## config.mk

```make
export PLATFORM = sky130hd
export DESIGN_NAME = geiger_pulse_binning_counter_core
export DESIGN_NICKNAME = d
export VERILOG_FILES = /design/src/rtl/gpbc_pkg.sv /design/src/rtl/geiger_pulse_binning_counter_core.sv
export SDC_FILE = /design/constraint.sdc
export NUM_CORES = 2
export LEC_CHECK = 0
export ABC_CLOCK_PERIOD_IN_PS = 7340
export CAP_MARGIN = 20
export CORE_ASPECT_RATIO = 0.6
export CORE_MARGIN = 2
export CORE_UTILIZATION = 51
export DETAILED_ROUTE_END_ITERATION = 12
export DONT_BUFFER_PORTS = 1
export GPL_TIMING_DRIVEN = 0
export PLACE_DENSITY = 0.74
export SLEW_MARGIN = 15
export SYNTH_ARGS = -nofsm -noshare
export SYNTH_HDL_FRONTEND = slang
export SYNTH_SLANG_ARGS = --single-unit
```

## constraint.sdc

```tcl
create_clock -name clk_i -period 7.34 [get_ports clk_i]
set_input_delay 0.367 -clock clk_i [delete_from_list [all_inputs] [get_ports clk_i]]
set_output_delay 0.367 -clock clk_i [all_outputs]
set_load 0.03 [all_outputs]
```

## src/rtl/gpbc_pkg.sv

```systemverilog
package gpbc_pkg;

  // field and register widths
  localparam int unsigned WS_W       = 6;
  localparam int unsigned LIM_W      = 20;
  localparam int unsigned FLASH_W    = 20;
  localparam int unsigned CNT_W      = 16;
  localparam int unsigned DT_W       = 20;
  localparam int unsigned TOT_W      = 22;
  localparam int unsigned LED_W      = 24;
  localparam int unsigned WIDTH_W    = 20;
  localparam int unsigned IN_W       = 8;
  localparam int unsigned CFG_IDX_W  = 2;
  localparam int unsigned CFG_DATA_W = 20;

  // result word without the slot field
  localparam int unsigned RES_FIXED_W = 1 + TOT_W + 2 * CNT_W + DT_W;

  localparam int unsigned DEF_SLOTS = 60;

  // saturation limits
  localparam logic [CNT_W-1:0]   CNT_MAX      = '1;
  localparam logic [DT_W-1:0]    DEAD_SUM_MAX = 20'd1000000;
  localparam logic [WIDTH_W-1:0] WIDTH_MAX    = '1;
  localparam logic [LED_W-1:0]   LED_MAX      = '1;

  // register reset values
  localparam logic [WS_W-1:0]    WS_RST    = 6'd60;
  localparam logic [LIM_W-1:0]   LIM_RST   = 20'd800;
  localparam logic [FLASH_W-1:0] FLASH_RST = 20'd5000;

  // register indexes
  localparam logic [CFG_IDX_W-1:0] CFG_WINDOW = 2'd0;
  localparam logic [CFG_IDX_W-1:0] CFG_DEAD   = 2'd1;
  localparam logic [CFG_IDX_W-1:0] CFG_FLASH  = 2'd2;

  // input word bit positions
  localparam int unsigned IN_EDGE = 0;
  localparam int unsigned IN_NSEC = 1;
  localparam int unsigned IN_CLR  = 2;

  typedef enum logic {
    MODE_RUN,
    MODE_SWEEP
  } mode_e;

endpackage

```

## src/rtl/geiger_pulse_binning_counter_core.sv

```systemverilog
// channel   | direction | handshake                    | word
// s_axis    | in        | s_axis_tvalid / s_axis_tready | edge_seen, new_second, clear_all
// m_axis    | out       | m_axis_tvalid / m_axis_tready | led_on, window_total, slot_number,
//           |           |                              | second_counts, second_dead_pulses,
//           |           |                              | second_dead_time
// cfg       | in        | cfg_valid_i / cfg_ready_o    | register index, write data
//
// one tick word per cycle sustained while results are taken and no rebuild runs; a word passes
// through the input register, then a single-pass update into the result register
// the count ring is a one-write, one-read memory; the sample that leaves the window is
// prefetched through a registered read so a boundary on every tick still runs at full rate
// a write of window_seconds starts a rebuild of the window sum from the ring, with both
// ready outputs low while the rebuild runs
// reset puts all control state in its reset value and clears the ring valid bits at once, no clearing pass
// a stalled result holds while the input register still takes one more word
module geiger_pulse_binning_counter_core #(
  parameter int unsigned SLOTS = gpbc_pkg::DEF_SLOTS,
  localparam int unsigned SLOT_W = (SLOTS > 1) ? $clog2(SLOTS) : 1,
  localparam int unsigned RES_W = gpbc_pkg::RES_FIXED_W + SLOT_W,
  localparam int unsigned OUT_W = ((RES_W + 7) / 8) * 8
) (
  input  logic                              clk_i,
  input  logic                              rst_ni,
  // tick word: edge_seen, new_second, clear_all, zero fill
  input  logic                              s_axis_tvalid,
  output logic                              s_axis_tready,
  input  logic [gpbc_pkg::IN_W-1:0]         s_axis_tdata,
  // result word: led_on, window_total, slot_number, second_counts,
  // second_dead_pulses, second_dead_time, zero fill
  output logic                              m_axis_tvalid,
  input  logic                              m_axis_tready,
  output logic [OUT_W-1:0]                  m_axis_tdata,
  // register write channel
  input  logic                              cfg_valid_i,
  output logic                              cfg_ready_o,
  input  logic [gpbc_pkg::CFG_IDX_W-1:0]    cfg_index_i,
  input  logic [gpbc_pkg::CFG_DATA_W-1:0]   cfg_data_i
);
  import gpbc_pkg::*;

  // window length and address arithmetic widths
  localparam int unsigned NW = (SLOT_W + 1 > WS_W + 1) ? SLOT_W + 1 : WS_W + 1;
  localparam int unsigned AW = NW + 1;

  // configuration registers
  logic [WS_W-1:0]    ws_q;
  logic [LIM_W-1:0]   lim_q;
  logic [FLASH_W-1:0] flash_q;

  // per-tick state
  logic [SLOT_W-1:0]  slot_q;
  logic               await_q;
  logic [WIDTH_W-1:0] width_q;
  logic [CNT_W-1:0]   cnt_q;
  logic [CNT_W-1:0]   dpul_q;
  logic [DT_W-1:0]    dtime_q;
  logic [TOT_W-1:0]   prev_q, prev_d;   // sum of the older slots inside the window
  logic [LED_W-1:0]   led_q, led_d;
  logic [SLOTS-1:0]   bin_vld_q, bin_vld_d;

  // rebuild sequencer
  mode_e              mode_q, mode_d;
  logic [SLOT_W-1:0]  sweep_cnt_q, sweep_cnt_d;
  logic               acc_vld_q, acc_vld_d;

  // pipeline registers
  logic               in_vld_q;
  logic [2:0]         in_item_q;
  logic               out_vld_q;
  logic [OUT_W-1:0]   out_data_q;

  // count ring
  logic [CNT_W-1:0]   bin_mem [SLOTS];
  logic [CNT_W-1:0]   rd_q;
  logic               rvld_q;
  logic               fwd_q;
  logic [CNT_W-1:0]   fwd_data_q;
  logic [CNT_W-1:0]   drop_view;

  logic               proc_fire;
  logic               cfg_fire;
  logic               edge_in, nsec_in, clr_in;
  logic [NW-1:0]      win_n;
  logic [NW-1:0]      new_n;

  // update path
  logic [SLOT_W-1:0]  slot_a, slot_b;
  logic               await_a, await_c;
  logic [WIDTH_W-1:0] width_a, width_b, width_c;
  logic [CNT_W-1:0]   cnt_a, cnt_b, cnt_c;
  logic [CNT_W-1:0]   dpul_a, dpul_b, dpul_c;
  logic [DT_W-1:0]    dtime_a, dtime_b, dtime_c;
  logic [TOT_W-1:0]   prev_a, prev_b;
  logic [LED_W-1:0]   led_b, led_c;
  logic [SLOTS-1:0]   vld_a;
  logic [CNT_W-1:0]   drop_eff;
  logic [DT_W:0]      dt_sum;
  logic [LED_W:0]     led_sum;
  logic               led_on;
  logic [TOT_W-1:0]   total;

  // memory ports
  logic               we;
  logic [SLOT_W-1:0]  waddr;
  logic [CNT_W-1:0]   wdata;
  logic [SLOT_W-1:0]  slot_n;
  logic [AW-1:0]      run_sum, sweep_sum;
  logic [SLOT_W-1:0]  run_addr, sweep_addr, raddr;

  function automatic logic [NW-1:0] win_len(input logic [WS_W-1:0] ws);
    logic [NW-1:0] w;
    w = NW'(ws);
    return (w > NW'(SLOTS)) ? NW'(SLOTS) : w;
  endfunction

  assign edge_in = in_item_q[IN_EDGE];
  assign nsec_in = in_item_q[IN_NSEC];
  assign clr_in  = in_item_q[IN_CLR];

  assign win_n = win_len(ws_q);
  assign new_n = win_len(cfg_data_i[WS_W-1:0]);

  // handshakes: result register parts the two sides
  assign proc_fire     = in_vld_q & (~out_vld_q | m_axis_tready);
  assign s_axis_tready = (mode_q == MODE_RUN) & (~in_vld_q | proc_fire);
  assign cfg_ready_o   = (mode_q == MODE_RUN);
  assign cfg_fire      = cfg_valid_i & cfg_ready_o;
  assign m_axis_tvalid = out_vld_q;
  assign m_axis_tdata  = out_data_q;

  // the slot that leaves the window on the next boundary, with write forwarding
  assign drop_view = fwd_q ? fwd_data_q : (rvld_q ? rd_q : '0);

  // single-pass tick update: clear, boundary, width measure, edge
  always_comb begin
    slot_a  = slot_q;
    await_a = await_q;
    width_a = width_q;
    cnt_a   = cnt_q;
    dpul_a  = dpul_q;
    dtime_a = dtime_q;
    prev_a  = prev_q;
    vld_a   = bin_vld_q;
    drop_eff = drop_view;
    if (clr_in) begin
      slot_a   = '0;
      await_a  = 1'b0;
      width_a  = '0;
      cnt_a    = '0;
      dpul_a   = '0;
      dtime_a  = '0;
      prev_a   = '0;
      vld_a    = '0;
      drop_eff = '0;
    end

    slot_b  = slot_a;
    cnt_b   = cnt_a;
    dpul_b  = dpul_a;
    dtime_b = dtime_a;
    prev_b  = prev_a;
    led_b   = led_q;
    if (nsec_in) begin
      slot_b  = (slot_a == SLOT_W'(SLOTS - 1)) ? '0 : slot_a + 1'b1;
      cnt_b   = '0;
      dpul_b  = '0;
      dtime_b = '0;
      if (led_q != '0) begin
        led_b = LED_W'(flash_q);
      end
      // finished second enters, oldest one leaves
      if (win_n >= NW'(2)) begin
        prev_b = prev_a + TOT_W'(cnt_a) - TOT_W'(drop_eff);
      end
    end

    width_b = width_a;
    if (await_a && (width_a != WIDTH_MAX)) begin
      width_b = width_a + 1'b1;
    end

    await_c = await_a;
    width_c = width_b;
    cnt_c   = cnt_b;
    dpul_c  = dpul_b;
    dtime_c = dtime_b;
    led_c   = led_b;
    dt_sum  = {1'b0, dtime_b} + {1'b0, width_b};
    led_sum = {1'b0, led_b} + (LED_W + 1)'(flash_q);
    if (edge_in) begin
      if (!await_a) begin
        // pulse start
        cnt_c   = (cnt_b != CNT_MAX) ? cnt_b + 1'b1 : cnt_b;
        led_c   = led_sum[LED_W] ? LED_MAX : led_sum[LED_W-1:0];
        width_c = '0;
        await_c = 1'b1;
      end else if (width_b <= lim_q) begin
        // pulse end inside the dead limit
        dpul_c  = (dpul_b != CNT_MAX) ? dpul_b + 1'b1 : dpul_b;
        dtime_c = (dt_sum > (DT_W + 1)'(DEAD_SUM_MAX)) ? DEAD_SUM_MAX : dt_sum[DT_W-1:0];
        await_c = 1'b0;
        width_c = '0;
      end else begin
        // too wide: restart the measure, still waiting for an end
        width_c = '0;
      end
    end

    led_on = (led_c != '0);
    total  = (win_n == '0) ? '0 : prev_b + TOT_W'(cnt_c);
  end

  // ring write on every boundary, valid bits follow
  assign we    = proc_fire & nsec_in;
  assign waddr = slot_a;
  assign wdata = cnt_a;

  always_comb begin
    bin_vld_d = bin_vld_q;
    if (proc_fire) begin
      bin_vld_d = vld_a;
      if (we) begin
        bin_vld_d[waddr] = 1'b1;
      end
    end
  end

  // prefetch address: oldest slot inside the window after this cycle
  assign slot_n  = proc_fire ? slot_b : slot_q;
  assign run_sum = AW'(slot_n) + AW'(SLOTS) + AW'(1) - AW'(win_n);
  always_comb begin
    if (win_n < NW'(2)) begin
      run_addr = slot_n;
    end else if (run_sum >= AW'(SLOTS)) begin
      run_addr = SLOT_W'(run_sum - AW'(SLOTS));
    end else begin
      run_addr = SLOT_W'(run_sum);
    end
  end

  // rebuild reads the slots behind the current one, oldest first
  assign sweep_sum  = AW'(slot_q) + AW'(SLOTS) - AW'(sweep_cnt_q);
  assign sweep_addr = (sweep_sum >= AW'(SLOTS)) ? SLOT_W'(sweep_sum - AW'(SLOTS))
                                                : SLOT_W'(sweep_sum);
  assign raddr = ((mode_q == MODE_SWEEP) && (sweep_cnt_q != '0)) ? sweep_addr : run_addr;

  always_ff @(posedge clk_i) begin
    if (we) begin
      bin_mem[waddr] <= wdata;
    end
    rd_q       <= bin_mem[raddr];
    fwd_data_q <= wdata;
  end

  // rebuild sequencer and window-sum register
  always_comb begin
    mode_d      = mode_q;
    sweep_cnt_d = sweep_cnt_q;
    acc_vld_d   = 1'b0;
    prev_d      = prev_q;
    case (mode_q)
      MODE_RUN: begin
        if (proc_fire) begin
          prev_d = prev_b;
        end
        if (cfg_fire && (cfg_index_i == CFG_WINDOW)) begin
          mode_d      = MODE_SWEEP;
          sweep_cnt_d = (new_n == '0) ? '0 : SLOT_W'(new_n - 1'b1);
          prev_d      = '0;
        end
      end
      MODE_SWEEP: begin
        if (acc_vld_q) begin
          prev_d = prev_q + TOT_W'(drop_view);
        end
        if (sweep_cnt_q != '0) begin
          sweep_cnt_d = sweep_cnt_q - 1'b1;
          acc_vld_d   = 1'b1;
        end else if (!acc_vld_q) begin
          mode_d = MODE_RUN;
        end
      end
      default: begin
        mode_d = MODE_RUN;
      end
    endcase
  end

  // led countdown on each processed tick word
  assign led_d = proc_fire ? (led_c - LED_W'(led_on)) : led_q;

  always_ff @(posedge clk_i or negedge rst_ni) begin
    if (!rst_ni) begin
      ws_q        <= WS_RST;
      lim_q       <= LIM_RST;
      flash_q     <= FLASH_RST;
      slot_q      <= '0;
      await_q     <= 1'b0;
      width_q     <= '0;
      cnt_q       <= '0;
      dpul_q      <= '0;
      dtime_q     <= '0;
      prev_q      <= '0;
      led_q       <= '0;
      bin_vld_q   <= '0;
      mode_q      <= MODE_RUN;
      sweep_cnt_q <= '0;
      acc_vld_q   <= 1'b0;
      in_vld_q    <= 1'b0;
      out_vld_q   <= 1'b0;
      rvld_q      <= 1'b0;
      fwd_q       <= 1'b0;
    end else begin
      if (cfg_fire) begin
        case (cfg_index_i)
          CFG_WINDOW: ws_q    <= cfg_data_i[WS_W-1:0];
          CFG_DEAD:   lim_q   <= cfg_data_i[LIM_W-1:0];
          CFG_FLASH:  flash_q <= cfg_data_i[FLASH_W-1:0];
          default: ;
        endcase
      end
      if (proc_fire) begin
        slot_q  <= slot_b;
        await_q <= await_c;
        width_q <= width_c;
        cnt_q   <= cnt_c;
        dpul_q  <= dpul_c;
        dtime_q <= dtime_c;
      end
      prev_q      <= prev_d;
      led_q       <= led_d;
      bin_vld_q   <= bin_vld_d;
      mode_q      <= mode_d;
      sweep_cnt_q <= sweep_cnt_d;
      acc_vld_q   <= acc_vld_d;
      rvld_q      <= bin_vld_d[raddr];
      fwd_q       <= we & (raddr == waddr);
      if (s_axis_tvalid && s_axis_tready) begin
        in_vld_q <= 1'b1;
      end else if (proc_fire) begin
        in_vld_q <= 1'b0;
      end
      if (proc_fire) begin
        out_vld_q <= 1'b1;
      end else if (m_axis_tready) begin
        out_vld_q <= 1'b0;
      end
    end
  end

  // payload registers
  always_ff @(posedge clk_i) begin
    if (s_axis_tvalid && s_axis_tready) begin
      in_item_q <= s_axis_tdata[2:0];
    end
    if (proc_fire) begin
      out_data_q <= OUT_W'({dtime_c, dpul_c, cnt_c, slot_b, total, led_on});
    end
  end

endmodule

```

* Word-level counts from Yosys, hierarchy flattened
Memories as Yosys holds them, arrays and structs flattened. A register that Yosys moved wholly into a read port is not among the register bits.
Cells that the tools add are included.
** Storage, ports and cells
- Register bits after elaboration :: 343
- Memories kept :: 1
- Bits in writable memories :: 960
** Memory list
- bin_mem :: words 60, bits a word 16, rd ports 1, clocked after memory_dff 1, wr ports 1, line geiger_pulse_binning_counter_core.sv:73 : logic [CNT_W-1:0] bin_mem [SLOTS];
** Operators by class
- Muxes and demuxes :: 72
- Bitwise gates (word level) :: 11
- $add $sub $neg :: 20
- Reductions and logical operators :: 18
- Order comparisons :: 11
- Equality and inequality tests :: 11
** Operators by type and width (count)
- 2-to-1 mux 16 bit :: 14
- 2-to-1 mux 20 bit :: 9
- 2-to-1 mux 60 bit :: 3
- 2-to-1 mux 22 bit :: 6
- 2-to-1 mux 24 bit :: 5
- 2-to-1 mux 6 bit :: 13
- adder 22 x 16 -> 22 bit :: 3
- bitwise OR 60 bit :: 1
- nonzero test 24 bit :: 2
- case mux 22 bit (2 select lines) :: 1
- adder 16 x 1 -> 16 bit (second input constant) :: 2
- != test 16 bit (second input constant) :: 2
- adder 24 x 20 -> 25 bit :: 1
- subtractor 24 x 1 -> 24 bit :: 1
- subtractor 22 x 16 -> 22 bit :: 1
- adder 20 x 20 -> 21 bit :: 1
- > comparator 21 x 20 -> 1 bit (second input constant) :: 1
- adder 20 x 1 -> 20 bit (second input constant) :: 1
- less-or-equal comparator 20 bit :: 1
- != test 20 bit (second input constant) :: 1
- 2-to-1 mux 1 bit :: 17
- >= comparator 8 x 6 -> 1 bit (second input constant) :: 2
- adder 6 x 6 -> 7 bit (second input constant) :: 2
- logical NOT 7 bit :: 2
- other kinds (29) :: 51

* Longest topological paths before layout
- Depth after elaboration :: 14
- Mapped depth :: 30
- Gate-level depth less buffers :: 26

* Worst setup path before layout
OpenSTA, ideal clock, no wires.
- Path type :: register to register
- Start :: register in_item_q[2]
- End :: register out_data_q[22] (netlist: m_axis_tdata[22]), data pin
- Path slack :: 0.893 ns
- Clock period less this slack :: 6.447 ns
- Cell stages (with the launch flop) :: 28
- Buffers on the path :: 5
- Setup time :: 0.266 ns
- Arrival time :: 6.180 ns
- Data required time :: 7.074 ns
- Path through :: edfxtp_1 -> clkbuf_1 -> clkbuf_1 -> clkbuf_1 -> clkbuf_1 -> buf_1 -> nor2b_1 -> ha_1 -> a21o_1 -> a21o_1 -> nand2_1 -> nand2b_1 -> a21oi_1 -> xnor2_1 -> nand2_1 -> o21ai_0 -> ha_1 -> nor2_1 -> nor2_1 -> a31oi_1 -> nor2b_1 -> o21ai_0 -> a211o_1 -> o311ai_0 -> o41ai_1 -> nor3b_1 -> xnor2_1 -> nor2_1
** Between the ends
- Cells in the longest elaborated chain, start to end :: 7
- Elaborated cells on any way between the ends :: 15
- Classes of those cells :: add/sub (4); eq/ne (1); mux (10)
** Ends and longest elaborated chain
- start: declaration :: line geiger_pulse_binning_counter_core.sv:68 : logic [2:0] in_item_q;
- start signal: assignment :: line geiger_pulse_binning_counter_core.sv:354 : in_item_q <= s_axis_tdata[2:0];
- 2-to-1 mux 16 bit (*) :: line geiger_pulse_binning_counter_core.sv:145 : if (clr_in) begin
- net cnt_a[0] :: line geiger_pulse_binning_counter_core.sv:90 : logic [CNT_W-1:0] cnt_a, cnt_b, cnt_c;
- branches (longest 5 deep; another with adder 22 x 16 -> 22 bit)
- adder 22 x 16 -> 22 bit (*) :: line geiger_pulse_binning_counter_core.sv:210 : total = (win_n == '0) ? '0 : prev_b + TOT_W'(cnt_c);
- end signal: assignment :: line geiger_pulse_binning_counter_core.sv:357 : out_data_q <= OUT_W'({dtime_c, dpul_c, cnt_c, slot_b, total, led_on});
- end: declaration :: line geiger_pulse_binning_counter_core.sv:70 : logic [OUT_W-1:0] out_data_q;
Mark *: on every way through the listed nets, which the timed path passes.
A chain may end at the register's enable or synchronous reset.

* Worst setup path in the final report
- Start :: register out_vld_q (netlist: m_axis_tvalid)
- End :: register rd_q[10], read port of bin_mem
** Between the ends
- Cells in the longest elaborated chain, start to end :: 11
- Elaborated cells on any way between the ends :: 12
- Classes of those cells :: add/sub (4); order compare (1); mux (4); bitwise (3)
** Ends and longest elaborated chain
- start: declaration :: line geiger_pulse_binning_counter_core.sv:69 : logic out_vld_q;
- start signal: assignment :: line geiger_pulse_binning_counter_core.sv:310 : out_vld_q <= 1'b0;
- start signal: assignment :: line geiger_pulse_binning_counter_core.sv:344 : out_vld_q <= 1'b1;
- start signal: assignment :: line geiger_pulse_binning_counter_core.sv:346 : out_vld_q <= 1'b0;
- inverter 1 bit (*) :: line geiger_pulse_binning_counter_core.sv:124 : assign proc_fire = in_vld_q & (~out_vld_q | m_axis_tready);
- bitwise OR 1 bit (*) :: line geiger_pulse_binning_counter_core.sv:124
- bitwise AND 1 bit (*) :: line geiger_pulse_binning_counter_core.sv:124
- 2-to-1 mux 6 bit (*) :: line geiger_pulse_binning_counter_core.sv:229 : assign slot_n = proc_fire ? slot_b : slot_q;
- net slot_n[1] :: line geiger_pulse_binning_counter_core.sv:106 : logic [SLOT_W-1:0] slot_n;
- adder 6 x 6 -> 7 bit :: line geiger_pulse_binning_counter_core.sv:230 : assign run_sum = AW'(slot_n) + AW'(SLOTS) + AW'(1) - AW'(win_n);
- adder 7 x 1 -> 8 bit :: line geiger_pulse_binning_counter_core.sv:230
- subtractor 8 x 6 -> 8 bit :: line geiger_pulse_binning_counter_core.sv:230
- >= comparator 8 x 6 -> 1 bit or subtractor 6 bit (tied branches) :: line geiger_pulse_binning_counter_core.sv:234, geiger_pulse_binning_counter_core.sv:235
- 2-to-1 mux 6 bit :: line geiger_pulse_binning_counter_core.sv:234 : end else if (run_sum >= AW'(SLOTS)) begin
- 2-to-1 mux 6 bit (*) :: line geiger_pulse_binning_counter_core.sv:232 : if (win_n < NW'(2)) begin
- 2-to-1 mux 6 bit (*) :: line geiger_pulse_binning_counter_core.sv:245 : assign raddr = ((mode_q == MODE_SWEEP) && (sweep_cnt_q != '0)) ? sweep_addr : run_addr;
- end: declaration :: line geiger_pulse_binning_counter_core.sv:74 : logic [CNT_W-1:0] rd_q;
Mark *: on every way through the listed nets, which the timed path passes. The rest lies on a longest branch.

==> impl_results.md <==
* Drt pass-1 iters at 12
* Die Height at 274 um
* Max cap viols at 0
* Sink Count at between 1000 and 1500
* Gr ovfl total at 0
* Netlist cell types at 90
* Crit path max-delay family: simple AND/OR/NAND/NOR gates
* Critical-path cell list: nand2b_1 > nand2_1 > nor2_1 > o2bb2ai_1 > inv_1 > ha_1 > inv_1 > ha_1 > fa_1 > xor2_2 > ha_2 > or4b_2 > a211o_1 > nand2_1 > o211ai_1 > buf_4 > a31oi_4 > buf_6 > buf_6 > clkbuf_4 > nand2_1 > nand3_1 > nand4_1 > a2bb2oi_4
* Avg Cell Area, Syn at 11.0 um^2
* Initial Utilization at 0.512
* Worst Setup End Kind: register
* # DRC at 2
* Synth-to-layout area growth at 13.8%
* Clock Skew at about 0.044 ns
* Cells after Synth at 5636
* Fin crit share at 1.01
* Post-synth top flop: edfxtp_1
* Top Ports at 126
* Die footprint at roughly 120000 um^2
* Final setup viols at 8
* Final Wtd Congestion at just over 1
* EDFF count, synth at 1044
* Worst-path clk slew at 0.07 ns
* Netlist Area Pre-Place at 62100 um^2
* Crit Path Class: register to register
* Post-route cell area at 70600 um^2
* Worst hold path type: input pin to register
* Placed wire-length estimate at 144 mm
* Iter 0 DRT Violations at 7966
* Reg area at 38100 um^2
* CTS tree: done
* Commonest cells after routing, fill and taps aside: nand2_1, edfxtp_1, nand3_1, dfrtp_1, nor2_1
* Initial antenna violation count at 13
* Arrival time at the worst endpoint at 8.03 ns
* Final Critical Period at 7.39 ns
* Relative slew margins at 0.144
* Ys Warns at 0
* H-tree level count at 3
* Worst setup SP type: register
* CTS max path bufs at 3
* Final ANT Viol Nets at 0
* Cell mode on critical path: nand2_1
* Crit Path Max Fanout at 10
* Failing checks: design-rule violations, negative setup slack
* Max Fclk at 135 MHz
* TritonCTS Buffers at approximately 120
* Commonest non-fill, non-tap cell in the layout: nand2_1
* Seq/Total Area, Yosys at 0.614
* Critical path required time at 7.98 ns
* Fillcell total at 9655
* Avg WL per Cell at around 26 um
* Largest net degree at the start of global routing at 244
* DP Area at 65400 um^2
* # nets final at 6082
* Multi-input logic area at between 20000 and 25000 um^2
* Slew Viols, Final at 0
* Setup ws final at -0.0541 ns
* Clk_lat worst skew at slightly below 0.8 ns
* Final hold violations at 0
* First-pass GRT wire length at between 200 and 300 mm
* Worst-Margin Slew at 1.28 ns
* Die width at 454 um
* Routed wire length at 201 mm
* FFs w/ async S/R, synth at 0.184
* Outcome: finished, violations left
* Crit-path slowest cell: nand4_1
* Vias at between 40000 and 50000
* Root Buffer: clkbuf_16
* Hold_ws at 0.0416 ns
* Synthesized flop and latch total at 1319
* CP Buf/Inv Count at 6
* I/O Buffers at 0
* Slowest Stage Delay on Critical Path at 0.63 ns
* Row cnt at 99
* Via density at ~6.4
* Number of global-route vias before repair at 45000
* Setup tns final at -0.225 ns
* Total track usage at 0.317
* Fraction of layout cells with a size suffix above 1 at 0.105
* Core area at approximately 120000 um^2
Yosys cell counts, drive strengths merged, types with 26 or more instances:
library cell,n,area (um^2)
nor2b,35,219
xnor2,78,683
a21o,94,706
ha,149,1860
dfxtp,32,641
clkbuf,238,893
a31oi,74,469
a22o,40,350
edfxtp,1044,31400
and2,55,344
nor2,284,1070
nand4,64,400
and3,121,757
a211oi,26,208
dfrtp,231,5780
xor2,63,552
mux2i,69,691
nand3,539,2700
a32oi,33,289
o211ai,26,195
inv,165,619
nor3,84,430
mux2,42,473
nand2,1251,4700
a21oi,105,526
buf,77,379
o21ai,217,1090
per-stage QoR:
step	setup WS (ns)	cells	util
global placement	-3.35	7258	0.529
floorplan	0.893	5642	-
global route	-0.0386	7590	0.583
finish	-0.0541	7591	0.583
CTS	0.00602	7580	0.580
detailed placement	-1.97	7332	0.540
worst paths after layout:
path,from,to,slack [ns],depth (start not counted)
setup / recovery,m_axis_tvalid,rd_q[10],-0.05,24
hold / removal,cfg_data_i[2],lim_q[2],0.04,3
setup reg to reg,m_axis_tvalid,rd_q[10],-0.05,24
hold reg to reg,bin_vld_q[14],bin_vld_q[14],0.48,1
max in group asynchronous,rst_ni,led_q[20],5.96,3
min in group asynchronous,rst_ni,cnt_q[6],0.14,2
sequential cells by signal, indices dropped and copies added, names as in the netlist, 3 cells and up:
name,cells
bin_mem,960
bin_vld_q,60
cnt_q,16
dpul_q,16
dtime_q,20
flash_q,20
fwd_data_q,16
in_item_q,3
led_q,24
lim_q,20
m_axis_tdata,81
prev_q,22
rd_q,16
slot_q,6
sweep_cnt_q,6
width_q,20
ws_q,6
worst reg2reg max path: stages (launching register included):
cell	delay, ns
dfrtp_1	0.60
nand2b_1	0.23
nand2_1	0.44
nor2_1	0.11
o2bb2ai_1	0.56
inv_1	0.11
ha_1	0.30
inv_1	0.04
ha_1	0.21
fa_1	0.47
xor2_2	0.26
ha_2	0.24
or4b_2	0.58
a211o_1	0.32
nand2_1	0.11
o211ai_1	0.09
buf_4	0.20
a31oi_4	0.29
buf_6	0.26
buf_6	0.25
clkbuf_4	0.29
nand2_1	0.08
nand3_1	0.10
nand4_1	0.63
a2bb2oi_4	0.51
timing repair:
action	4_1_cts	5_1_grt
hold buffers	27	0
pin swaps	8	20
endpoints found under the setup margin	113	110
resized for setup	136	119
hold endpoints to repair	297	0
setup buffers	7	8
routing by layer:
layer  up-vias  share of wire  track usage
li1      20900              -            -
met1     23700           0.41        0.487
met2      3480           0.38        0.398
met3       333           0.18        0.149
met4        16          0.022       0.0689
met5         -         0.0014            0
kinds of logic after synthesis:
logic type | Yosys count | synth area share
other cells | 1 | 0.0000604
mux | 111 | 0.0187
xor+xnor | 141 | 0.0199
buf+inv | 483 | 0.0307
compound gates | 855 | 0.0950
fa+ha+maj | 171 | 0.0371
simple gates | 2555 | 0.185
flops | 1319 | 0.614
final cells by class:
class                   count  share of cell area
multi-input cells        3840               0.323
repair buffers            121              0.0225
diodes                      1           0.0000354
flip-flops and latches   1319               0.539
well taps                1616              0.0286
inverters                 168             0.00930
clock buffers             150              0.0455
clock inverters            67              0.0117
plain buffers             309              0.0201
Power is not shown: default switching activity piles up to over one toggle a cycle in this logic, so the estimate is an artifact.
